## config.mk

```make
export PLATFORM = sky130hd
export DESIGN_NAME = uvs_front
export DESIGN_NICKNAME = d
export VERILOG_FILES = /design/src/hw/rtl/uvs_pkg.sv /design/src/hw/rtl/uvs_front.sv
export SDC_FILE = /design/constraint.sdc
export NUM_CORES = 1
export LEC_CHECK = 0
export BUFFER_PORTS_ARGS = -buffer_cell sky130_fd_sc_hd__buf_4
export CORE_MARGIN = 2
export CORE_UTILIZATION = 50
export DETAILED_ROUTE_END_ITERATION = 16
export GPL_TIMING_DRIVEN = 0
export PLACE_DENSITY = 0.79
export SLEW_MARGIN = 20
export SYNTH_ARGS = -nofsm -noshare
export SYNTH_HDL_FRONTEND = slang
export SYNTH_SLANG_ARGS = --single-unit
export TNS_END_PERCENT = 50
```

## constraint.sdc

```tcl
create_clock -name clk -period 1.9 [get_ports clk]
set_input_delay 0.19 -clock clk [delete_from_list [all_inputs] [get_ports clk]]
set_output_delay 0.19 -clock clk [all_outputs]
set_load 0.03 [all_outputs]
```

## src/hw/rtl/uvs_pkg.sv

```systemverilog
// Shared types and constants for the UV sphere tessellator.
// No dependencies.
package uvs_pkg;

  localparam int CORDIC_STAGES = 16;
  localparam logic [17:0] CORDIC_START = 18'd19898;
  localparam int SIN_LIMIT = 32767;
  localparam int POS_LIMIT = 65535;
  localparam logic [2:0] LAST_VERTEX = 3'd5;

  // Corner offsets per vertex number, bit k for vertex k.
  localparam logic [5:0] CORNER_DI = 6'b001110;
  localparam logic [5:0] CORNER_DJ = 6'b101010;

  localparam logic [1:0] REG_RADIUS = 2'd0;
  localparam logic [1:0] REG_SLICE  = 2'd1;
  localparam logic [1:0] REG_STACK  = 2'd2;

  typedef struct packed {
    logic [7:0] stack_index;
    logic [7:0] slice_index;
  } cell_t;

  typedef struct packed {
    logic [15:0] radius;
    logic [15:0] slice_step;
    logic [15:0] stack_step;
  } cfg_t;

  // atan(2^-k) in 1/65536 turn
  function automatic logic [15:0] atan_turn(input logic [3:0] k);
    logic [15:0] v;
    unique case (k)
      4'd0:  v = 16'd8192;
      4'd1:  v = 16'd4836;
      4'd2:  v = 16'd2555;
      4'd3:  v = 16'd1297;
      4'd4:  v = 16'd651;
      4'd5:  v = 16'd326;
      4'd6:  v = 16'd163;
      4'd7:  v = 16'd81;
      4'd8:  v = 16'd41;
      4'd9:  v = 16'd20;
      4'd10: v = 16'd10;
      4'd11: v = 16'd5;
      4'd12: v = 16'd3;
      4'd13: v = 16'd1;
      4'd14: v = 16'd1;
      default: v = 16'd0;
    endcase
    return v;
  endfunction

endpackage

```

## src/hw/rtl/uvs_front.sv

```systemverilog
// Front end: takes cell requests, masks indices, queues them (two entries).
// Depends on uvs_pkg.
module uvs_front import uvs_pkg::*; #(
  parameter int IW = 8
) (
  input  logic        clk,
  input  logic        rst_n,
  input  logic        in_tvalid,
  output logic        in_tready,
  input  logic [15:0] in_tdata,
  output logic        cell_valid,
  output cell_t       cell_req,
  input  logic        cell_pop
);

  cell_t       q_r [0:1];
  logic        wr_ptr_r, rd_ptr_r;
  logic [1:0]  count_r;
  logic        push;
  cell_t       masked;
  logic [7:0]  mask;

  assign mask = 8'((9'd1 << IW) - 9'd1);
  assign masked.slice_index = in_tdata[7:0] & mask;
  assign masked.stack_index = in_tdata[15:8] & mask;

  assign in_tready  = (count_r != 2'd2);
  assign push       = in_tvalid && in_tready;
  assign cell_valid = (count_r != 2'd0);
  assign cell_req   = q_r[rd_ptr_r];

  always_ff @(posedge clk) begin
    if (push) begin
      q_r[wr_ptr_r] <= masked;
    end
    if (!rst_n) begin
      wr_ptr_r <= 1'b0;
      rd_ptr_r <= 1'b0;
      count_r  <= 2'd0;
    end else begin
      if (push) wr_ptr_r <= ~wr_ptr_r;
      if (cell_pop) rd_ptr_r <= ~rd_ptr_r;
      count_r <= count_r + 2'(push) - 2'(cell_pop);
    end
  end

endmodule

```

Word-level counts from Yosys, hierarchy flattened
Memory sizes are Yosys's and may differ from the RTL's. A register that Yosys moved wholly into a read port is not among the register bits.
Cells that the tools add are included.
Word-level totals
  flip-flop bits (word level): 4
  word-level logic and storage cells: 15
  output and inout bits: 18
  bits of input ports: 20
  RAM bits: 32
  memories: 1
Operators by class
  reductions and logical operators: 2
  mux-type cells: 4
  $add $sub $neg: 2
  equality and inequality tests: 1
  bitwise logic cells: 2
Memory list
  q_r: words 2, width 16, rd ports 1, clocked after Yosys merged registers in 1, wr ports 1, RTL line uvs_front.sv:16  | cell_t q_r [0:1];
Operators by type and width (count)
  1-bit two-way mux: 4
  2-bit by 1-bit adder with 2-bit output: 1
  2-bit inequality test (second input constant): 1
  1-bit inverter: 2
  2-bit nonzero test: 1
  2-bit by 1-bit subtractor with 2-bit output: 1
  1-bit logical AND: 1

Longest topological paths before layout
Gate-level depths: netlist of run 1.
  depth after elaboration: 4
  mapped depth: 7
  depth with buffers taken out: 7

Least setup slack after synthesis of run 1
Ideal clock, no wire load.
  path kind: register -> register
  start point: reg count_r[0]
  end point: reg count_r[1]
  path buffers: 0
  clock period less this slack: 1.664 ns
  arrival time: 1.545 ns
  required time: 1.780 ns
  setup slack: 0.236 ns
  stages on the path, launching flop included: 8
  setup time: 0.120 ns
  path through: dfxtp_1 > nand2b_1 > nand2_1 > xnor2_1 > ha_1 > nand3b_1 > mux2i_1 > a211o_1
Between the ends
  word-level cells in the longest chain between the ends: 4
Ends and longest elaborated chain
  start, declared: RTL line uvs_front.sv:18  | logic [1:0] count_r;
  start signal, assigned: RTL line uvs_front.sv:43  | count_r <= count_r + 2'(push) - 2'(cell_pop);
  2-bit inequality test: RTL line uvs_front.sv:27  | assign in_tready = (count_r != 2'd2);
  named net in_tready: RTL line uvs_front.sv:9  | output logic in_tready,
  1-bit logical AND: RTL line uvs_front.sv:28  | assign push = in_tvalid && in_tready;
  2-bit by 1-bit adder with 2-bit output: RTL line uvs_front.sv:43
  2-bit by 1-bit subtractor with 2-bit output: RTL line uvs_front.sv:43
The timed path passes the listed nets, and every way through them passes these cells.
A chain may end at the register's enable or synchronous reset.

==> metrics.cfg, run 1 <==
[worst_setup_path]
worstPathRequired_ns=1.71
cp_num_cells=4
worst-endpoint-arrival_ns=1.58
end_kind=primary output
crit_path_frequent_cell=buf_4
crit_type=reg2out
worst_path_largest_cell_delay_ns=0.35
worst-r2r-cell-count=2
critical_path.n_buffers_inverters=3
critical_path.startpoint_type=flip-flop
timing.critical_path.cells=buf_2 > buf_4 > mux2_2 > buf_4
cp_slowest_cell=mux2_2
path_max_fanout=10
timing.critical_path.max_delay_family=buffers and inverters

[synthesis]
synth.distinct_cells=23
synth.cell_area_um2=1420
synth-warning-count=0
seq_area_frac_synth_pct=74.7
ys_ff_latch=37
synth.avg_cell_area_um2=18.2
synthCells=78
synth_fp_nets=99

[sta]
finalSetupViolations=0
rsz0062_at_grt=false
final.setup.worst_slack_ns=0.125
timing.final.crit_share_pct=93.4
fmaxAchievable_mhz=563
report.final.slew_viol_count=0
finalSetupTns_ns=0
max_slew.worst_pin.slew_ns=0.782
worst_hold_slack_ns=0.0299
worst_clock_skew_ns=0.0160
maxSlewHeadroom_pct=47.9
final_hold_viol_count=0
final_period_minus_worst_setup_slack_ns=1.77

[run]
max_cap_violations=0

[grt]
grt_antenna_before_repair=0
wire_length_of_the_first_global_routing_pass_um=3480
grt_max_degree=17
grt.overflow.total=0
grt.total_usage_pct=14.6
grt_pass1_vias=779

[finish]
inserted_diodes=0
design.final.nets=143
post-route-util_pct=65.5
instances_no_fill=154
drive_above_1_share_pct=52.8
final_cell_mix=38 x buf_4, 32 x edfxtp_1, 16 x mux2_2, 5 x dfxtp_1, 5 x clkbuf_4
layout-area-overhead-vs-synth_pct=26.2
mostFrequentLayoutCell=buf_4

[status]
status=completed

[pwr]
ir_worst_vdd_v=0.000765
static-leakage-power_nw=0.704
powerDensity_nw_per_um2=998

[die]
floorplan.initialDensity_pct=51.9
num_io_pins=38
chipWidth_um=57.3
die_area_um2=3280
die_y_um=57.3
std_cell_rows=19
design.core.area_um2=2730

[clocking]
clk_pin_slew_worst_paths_ns=0.12
holdBufCountCts=0
cts_tree=done
ctsHtreeMaxLevel=2
cts-root-buf=clkbuf_4
numCtsBuffers=5
ctsLongestPathBuffers=2
cts_repair_resize_count=0
clkLatencyLatePin_ns=0.34
cts_setup_buffers=0
clkSinkCount=37

[worst_hold_path]
hold_class=in2reg
hold_path_depth=1

[drt]
detail_route.drc_violations=0
antenna_violating_nets_post_route=0
totalWireLength_um=2240
drt-wirelength-per-cell_um=14.5
via_count=792
vias_per_cell=5.14
detailedRoute.firstPassIterationCount=3
dr.first_iter.drc_count=22

[place]
dpl.cell_count=146
worst_setup_slack_after_placement_ns=0.219
count_of_input_and_output_buffers=37
finalWeightedCongestion=0.664
detailed_place_hpwl_um=1570

[logic make-up after synthesis]
logic type	count (synthesis)	synth area share, %
AND/OR/NAND/NOR	12	5.20
adder cells (fa/ha/maj)	1	0.881
AO/OA/AOI/OAI	5	3.17
XOR/XNOR	2	1.23
multiplexers	17	13.4
flip-flops	37	74.7
buffers and inverters	4	1.41
[Yosys cell counts]
cell type	number	share of area (%)
inv_1	2	0.53
and3_1	1	0.44
buf_4	1	0.53
edfxtp_1	32	68
xnor2_1	1	0.62
nand3b_1	2	1.1
dfxtp_1	5	7.0
a21bo_2	1	0.70
or2_2	1	0.44
xor2_1	1	0.62
nand2b_1	1	0.44
nand2_1	2	0.53
nand3_1	1	0.35
a211oi_1	1	0.53
a211o_1	1	0.62
mux2_2	16	13
buf_2	1	0.35
and2_1	3	1.3
ha_1	1	0.88
a21boi_2	1	0.79
mux2i_1	1	0.70
nor4b_1	1	0.62
a21boi_1	1	0.53
[metrics by stage]
step	power [mW]	area, um2
6_report	1.79	1790
5_1_grt	1.87	1790
4_1_cts	1.81	1790
3_5_place_dp	1.42	1740
3_3_place_gp	1.41	1740
2_1_floorplan	1.27	1420
[layer usage]
layer	vias up	GRT usage, %	wire (um)
met1	377	16.8	959
met3	2	5.44	156
met2	27	23.6	1110
li1	386	-	-
met5	-	0	0
met4	0	7.97	9
[cell type report]
| class | count | area (um2) |
|---|---|---|
| flip-flops and latches | 37 | 1060 |
| repair buffers | 37 | 278 |
| multi-input cells | 37 | 339 |
| fillers | 200 | 942 |
| plain buffers | 2 | 12.5 |
| inverters | 2 | 7.51 |
| clock inverters | 3 | 17.5 |
| well taps | 31 | 38.8 |
| clock buffers | 5 | 37.5 |
[registers in the layout, summed over array words and instances (netlist names), named ones only]
register and cells:
q_r 32, count_r 2, rd_ptr_r 1, wr_ptr_r 1
[worst paths after layout]
kind / start / slack, ns / endpoint
min reg2reg: wr_ptr_r / 0.56 / wr_ptr_r
max reg2reg: count_r[0] / 0.22 / q_r[1][8]
min: in_tdata[2] / 0.03 / q_r[1][2]
max: flip-flop / 0.13 / cell_req[14]
[report_power, final]
group	total (mW)	switching [mW]	internal, mW
registers	0.991	0.0240	0.967
logic	0.407	0.231	0.176
clock network	0.391	0.250	0.140
total	1.79	0.506	1.28
Note: power is estimated with default switching activity, not from simulation.
==> run 2, diff against run 1 <==
- PLACE_DENSITY: 0.79 -> not set
- PLACE_DENSITY_LB_ADDON: not set -> 0.08
- TNS_END_PERCENT: 50 -> not set
==> run 2 against run 1 <==
Compared with the run above:
- sequential share of layout area is 0.33 points higher
- global-route usage up 0.61 points
- critical path depth stayed put
- wire length is 1.6% lower
- sequential power hardly changed
- clock skew decreased by 0.012 ns
- largest power group unchanged
==> metrics.cfg, run 2 (synthesis results as in run 1) <==
[clocking]
ctsLongestPathBuffers=2  ; unchanged
numCtsBuffers=5  ; unchanged
cts_setup_buffers=0  ; unchanged
clkLatencyLatePin_ns=0.32  ; -0.02 ns
cts_tree=done
ctsHtreeMaxLevel=2  ; unchanged
clkSinkCount=37  ; unchanged
cts-root-buf=clkbuf_4
cts_repair_resize_count=0  ; unchanged
holdBufCountCts=0  ; unchanged
clk_pin_slew_worst_paths_ns=0.09  ; -0.03 ns

[sta]
rsz0062_at_grt=false
timing.final.crit_share_pct=91.5  ; -1.9 points
max_slew.worst_pin.slew_ns=0.765  ; -0.0169 ns
finalSetupTns_ns=0  ; unchanged
final_period_minus_worst_setup_slack_ns=1.74  ; -0.0357 ns
worst_clock_skew_ns=0.00427  ; -0.0117 ns
maxSlewHeadroom_pct=49.0  ; +1.1 points
report.final.slew_viol_count=0  ; unchanged
fmaxAchievable_mhz=575  ; +2.1%
final_hold_viol_count=0  ; unchanged
finalSetupViolations=0  ; unchanged

[die]
floorplan.initialDensity_pct=51.9  ; unchanged
design.core.area_um2=2730  ; unchanged
std_cell_rows=19  ; unchanged
die_area_um2=3280  ; unchanged
chipWidth_um=57.3  ; unchanged
num_io_pins=38  ; unchanged
die_y_um=57.3  ; unchanged

[finish]
post-route-util_pct=65.2  ; -0.37 points
design.final.nets=143  ; unchanged
mostFrequentLayoutCell=buf_4
layout-area-overhead-vs-synth_pct=25.5
drive_above_1_share_pct=51.6  ; -1.2 points
final_cell_mix=38 x buf_4, 32 x edfxtp_1, 16 x mux2_2, 5 x dfxtp_1, 5 x clkbuf_4
inserted_diodes=0  ; unchanged
top_register=q_r
largest_registers=q_r x32, count_r x2
largest_reg_flops=32  ; unchanged

[worst_setup_path]
worst_path_largest_cell_delay_ns=0.35  ; about the same
worst-endpoint-arrival_ns=1.55  ; -0.03 ns
timing.critical_path.cells=buf_2 > buf_4 > mux2_2 > buf_4
crit_type=reg2out
cp_slowest_cell=mux2_2
path_max_fanout=10  ; unchanged
worstPathRequired_ns=1.71  ; about the same
end_kind=primary output
critical_path.startpoint_type=flip-flop
crit_path_frequent_cell=buf_4

[drt]
totalWireLength_um=2200  ; -1.6%
drt-wirelength-per-cell_um=14.4  ; -0.97%
antenna_violating_nets_post_route=0  ; unchanged
detail_route.drc_violations=0  ; unchanged
dr.first_iter.drc_count=15  ; -32%
vias_per_cell=5.17  ; +0.53%
detailedRoute.firstPassIterationCount=4  ; +1
via_count=791  ; -0.13%

[status]
status=completed

[grt]
grt_pass1_vias=831  ; +6.7%
grt_max_degree=17  ; unchanged
wire_length_of_the_first_global_routing_pass_um=3620  ; +3.8%
grt_antenna_before_repair=0  ; unchanged
grt.overflow.total=0  ; unchanged
grt.total_usage_pct=15.2  ; +0.61 points

[place]
detailed_place_hpwl_um=1560  ; -0.44%
finalWeightedCongestion=0.622  ; -6.3%
count_of_input_and_output_buffers=37  ; unchanged

[pwr]
static-leakage-power_nw=0.697  ; -0.97%
ir_worst_vdd_v=0.000738  ; -3.6%
powerDensity_nw_per_um2=983  ; -1.5%

[worst_hold_path]
hold_class=in2reg

[run]
max_cap_violations=0  ; unchanged

==> run 2: metal layers <==
metal | track usage (%) | vias up | part of all wire, %
met2 | 27.6 | 22 | 56
met5 | 0 | - | 0
met1 | 15.2 | 383 | 37
met3 | 7.26 | 4 | 5.8
met4 | 4.98 | 0 | 1.0
li1 | - | 382 | -
==> run 2: path summary, 6_finish.rpt <==
kind	start	endpoint	slack (ns)	cells past startpoint
hold / removal	in_tdata[5]	q_r[1][5]	0.05	1
setup reg to reg	count_r[0]	q_r[1][15]	0.25	2
setup / recovery	flip-flop	cell_req[11]	0.16	4
hold reg to reg	wr_ptr_r	wr_ptr_r	0.58	2
==> run 2: cell type report <==
class	instances	area [um2]
Sequential cell	37	1060
Inverter	2	7.51
Timing Repair Buffer	37	278
Buffer	2	12.5
Clock buffer	6	41.3
Tap cell	31	38.8
Fill cell	203	952
Multi-Input combinational cell	37	339
Clock inverter	1	3.75
==> run 2: through the flow <==
step | area (um2) | setup slack, ns | power [mW] | instances | hold WS, ns
6_report | 1780 | 0.161 | 1.75 | 153 | 0.0499
2_1_floorplan | 1420 | 0.236 | 1.27 | 78 | 0.289
4_1_cts | 1780 | 0.110 | 1.79 | 153 | 0.0248
3_3_place_gp | 1740 | 0.249 | 1.41 | 146 | 0.375
3_5_place_dp | 1740 | 0.220 | 1.42 | 146 | 0.378
5_1_grt | 1780 | 0.0386 | 1.85 | 153 | 0.00583
==> run 2: critical path: cells and delay by family (launching register included) <==
family	cells	cell delay [ns]
flops	1	0.31
mux	1	0.35
buf+inv	3	0.57
==> run 2: report_power, final <==
group / switching, mW / leakage, nW / total, mW / internal, mW
sequential: 0.0244 / 0.340 / 0.991 / 0.967
combinational: 0.231 / 0.331 / 0.406 / 0.175
clock: 0.220 / 0.0258 / 0.354 / 0.134
total: 0.475 / 0.697 / 1.75 / 1.28
==> run 3, diff against run 2 <==
- CORE_UTILIZATION: 50 -> 45
- HOLD_SLACK_MARGIN: not set -> 0.1
- PLACE_DENSITY: not set -> 0.74
- PLACE_DENSITY_LB_ADDON: 0.08 -> not set
==> run 3 against run 2 <==
Compared with the run above:
- flip-flop and latch count did not move
- critical path depth unchanged
- utilization decreased by 0.38 points
- die area up 10%
- non-clock buffer count increased by 16
- worst setup slack got worse by 0.028 ns
- global-route usage about the same
- power up 3.6%
- final cell count increased by 20%
==> metrics.cfg, run 3 (synthesis results as in run 1) <==
[finish]
mostFrequentLayoutCell=buf_4
design.final.nets=159  ; +11%
drive_above_1_share_pct=45.3  ; -6.3 points
top_register=q_r
num-fill-cells=248  ; +22%
inserted_diodes=0  ; unchanged
final_cell_mix=38 x buf_4, 32 x edfxtp_1, 16 x mux2_2, 16 x dlygate4sd3_1
largest_registers=q_r x32, count_r x2
largest_reg_flops=32  ; unchanged
layout-area-overhead-vs-synth_pct=38.1

[clocking]
cts_repair_resize_count=0  ; unchanged
ctsLongestPathBuffers=2  ; unchanged
cts-root-buf=clkbuf_4
cts_setup_buffers=0  ; unchanged
cts_tree=done
ctsHtreeMaxLevel=2  ; unchanged
holdBufCountCts=16  ; +16
numCtsBuffers=5  ; unchanged
clk_pin_slew_worst_paths_ns=0.10  ; about the same
clkSinkCount=37  ; unchanged
clkLatencyLatePin_ns=0.34  ; +0.02 ns

[worst_setup_path]
crit_type=reg2out
critical_path.startpoint_type=flip-flop
end_kind=primary output
path_max_fanout=10  ; unchanged
worstPathRequired_ns=1.71  ; about the same
worst-endpoint-arrival_ns=1.58  ; +0.03 ns
worst-r2r-cell-count=2  ; unchanged

[worst_hold_path]
hold_path_depth=2  ; +1
hold_class=in2reg

[pwr]
static-leakage-power_nw=0.765  ; +9.8%
pwr-share-comb_pct=23.9  ; +0.7 points
share_seq_of_total_power_pct=54.7  ; -1.9 points
ir_worst_vdd_v=0.000630  ; -15%
powerDensity_nw_per_um2=925  ; -5.9%
power.switching_uw=508  ; +6.9%
power.internal_mw=1.31  ; +2.3%
switching_share_pct=28.0  ; +0.88 points
clock_power_share_pct=21.4  ; +1.2 points

[sta]
report.final.slew_viol_count=0  ; unchanged
timing.final.crit_share_pct=93.0  ; +1.5 points
max_slew.worst_pin.slew_ns=0.766  ; +0.00117 ns
rsz0062_at_grt=false
maxSlewHeadroom_pct=48.9  ; -0.078 points
finalSetupTns_ns=0  ; unchanged
finalSetupViolations=0  ; unchanged
final_period_minus_worst_setup_slack_ns=1.77  ; +0.0279 ns
fmaxAchievable_mhz=566  ; -1.6%
worst_clock_skew_ns=0.00778  ; +0.00352 ns
final.setup.worst_slack_ns=0.133  ; -0.0279 ns
final_hold_viol_count=0  ; unchanged

[run]
max_cap_violations=0  ; unchanged

[drt]
totalWireLength_um=2430  ; +11%
detail_route.drc_violations=0  ; unchanged
met3WireLength_um=127  ; -0.78%
wl_met2_um=1230  ; about the same
drt-wirelength-per-cell_um=13.3  ; -7.5%
vias_per_cell=4.66  ; -9.8%
detailedRoute.firstPassIterationCount=2  ; -2
antenna_violating_nets_post_route=0  ; unchanged
dr.first_iter.drc_count=12  ; -3
m1WireLength_um=1020  ; +25%
via_count=853  ; +7.8%
top_layer_used=met4

[place]
worst_setup_slack_after_placement_ns=0.225  ; +0.00481 ns
count_of_input_and_output_buffers=37  ; unchanged
detailed_place_hpwl_um=1490  ; -4.3%
finalWeightedCongestion=0.687  ; +10%

[grt]
wire_length_of_the_first_global_routing_pass_um=3800  ; +5.1%
grt_antenna_before_repair=0  ; unchanged
grt.total_usage_pct=15.2  ; about the same
grt.overflow.total=0  ; unchanged
grt_max_degree=17  ; unchanged
grt_pass1_vias=876  ; +5.4%

[die]
chipWidth_um=60.2  ; +5.0%
floorplan.initialDensity_pct=46.9  ; -5.0 points
die_area_um2=3620  ; +10%
num_io_pins=38  ; unchanged
design.core.area_um2=3030  ; +11%
std_cell_rows=20  ; +1
die_y_um=60.2  ; +5.0%

[status]
status=completed

run 3: cell count changes in the layout (fill, tap and decap cells not counted):
cell,change
clkbuf_1,+1
dlygate4sd3_1,+16
run 3: per-stage QoR:
stage | util (%) | cell area (um2) | cells | hold slack, ns | power (mW)
floorplan | - | 1420 | 78 | 0.289 | 1.27
global placement | 57.9 | 1750 | 159 | 0.375 | 1.41
detailed placement | 57.9 | 1750 | 159 | 0.378 | 1.42
CTS | 64.8 | 1960 | 183 | 0.101 | 1.83
global route | 64.8 | 1960 | 183 | 0.107 | 1.89
finish | 64.8 | 1960 | 183 | 0.115 | 1.81
run 3: power by group through the flow:
stage          Clock (mW)  Combinational, mW  Sequential (mW)
2_1_floorplan           0              0.263             1.00
3_3_place_gp            0              0.403             1.01
3_5_place_dp            0              0.411             1.01
4_1_cts             0.400              0.439            0.993
5_1_grt             0.429              0.464             1.00
6_report            0.389              0.434            0.992
run 3: metal layers:
metal | GRT usage [%] | vias to the layer above
li1 | - | 417
met1 | 17.8 | 403
met2 | 24.4 | 26
met3 | 4.55 | 7
met4 | 9.52 | 0
met5 | 0 | -
run 3: final timing paths:
check | from | end | slack [ns]
max | flip-flop | cell_req[13] | 0.13
min | rst_n | count_r[1] | 0.12
max reg2reg | count_r[0] | q_r[1][7] | 0.25
min reg2reg | wr_ptr_r | wr_ptr_r | 0.57
run 3: critical path, cell delays in order (launching register included):
cell and delay, ns:
dfxtp_1 0.31, buf_2 0.19, buf_4 0.22, mux2_2 0.35, buf_4 0.17
run 3: layout make-up:
cell class	instances	area (um2)	area share (%)
timing repair buffer	53	438	22.3
tap	44	55.1	2.81
multi-input combinational	37	339	17.3
inverter	2	7.51	0.383
clock inverter	1	3.75	0.191
clock buffer	7	45.0	2.30
sequential	37	1060	54.1
buffer	2	12.5	0.638
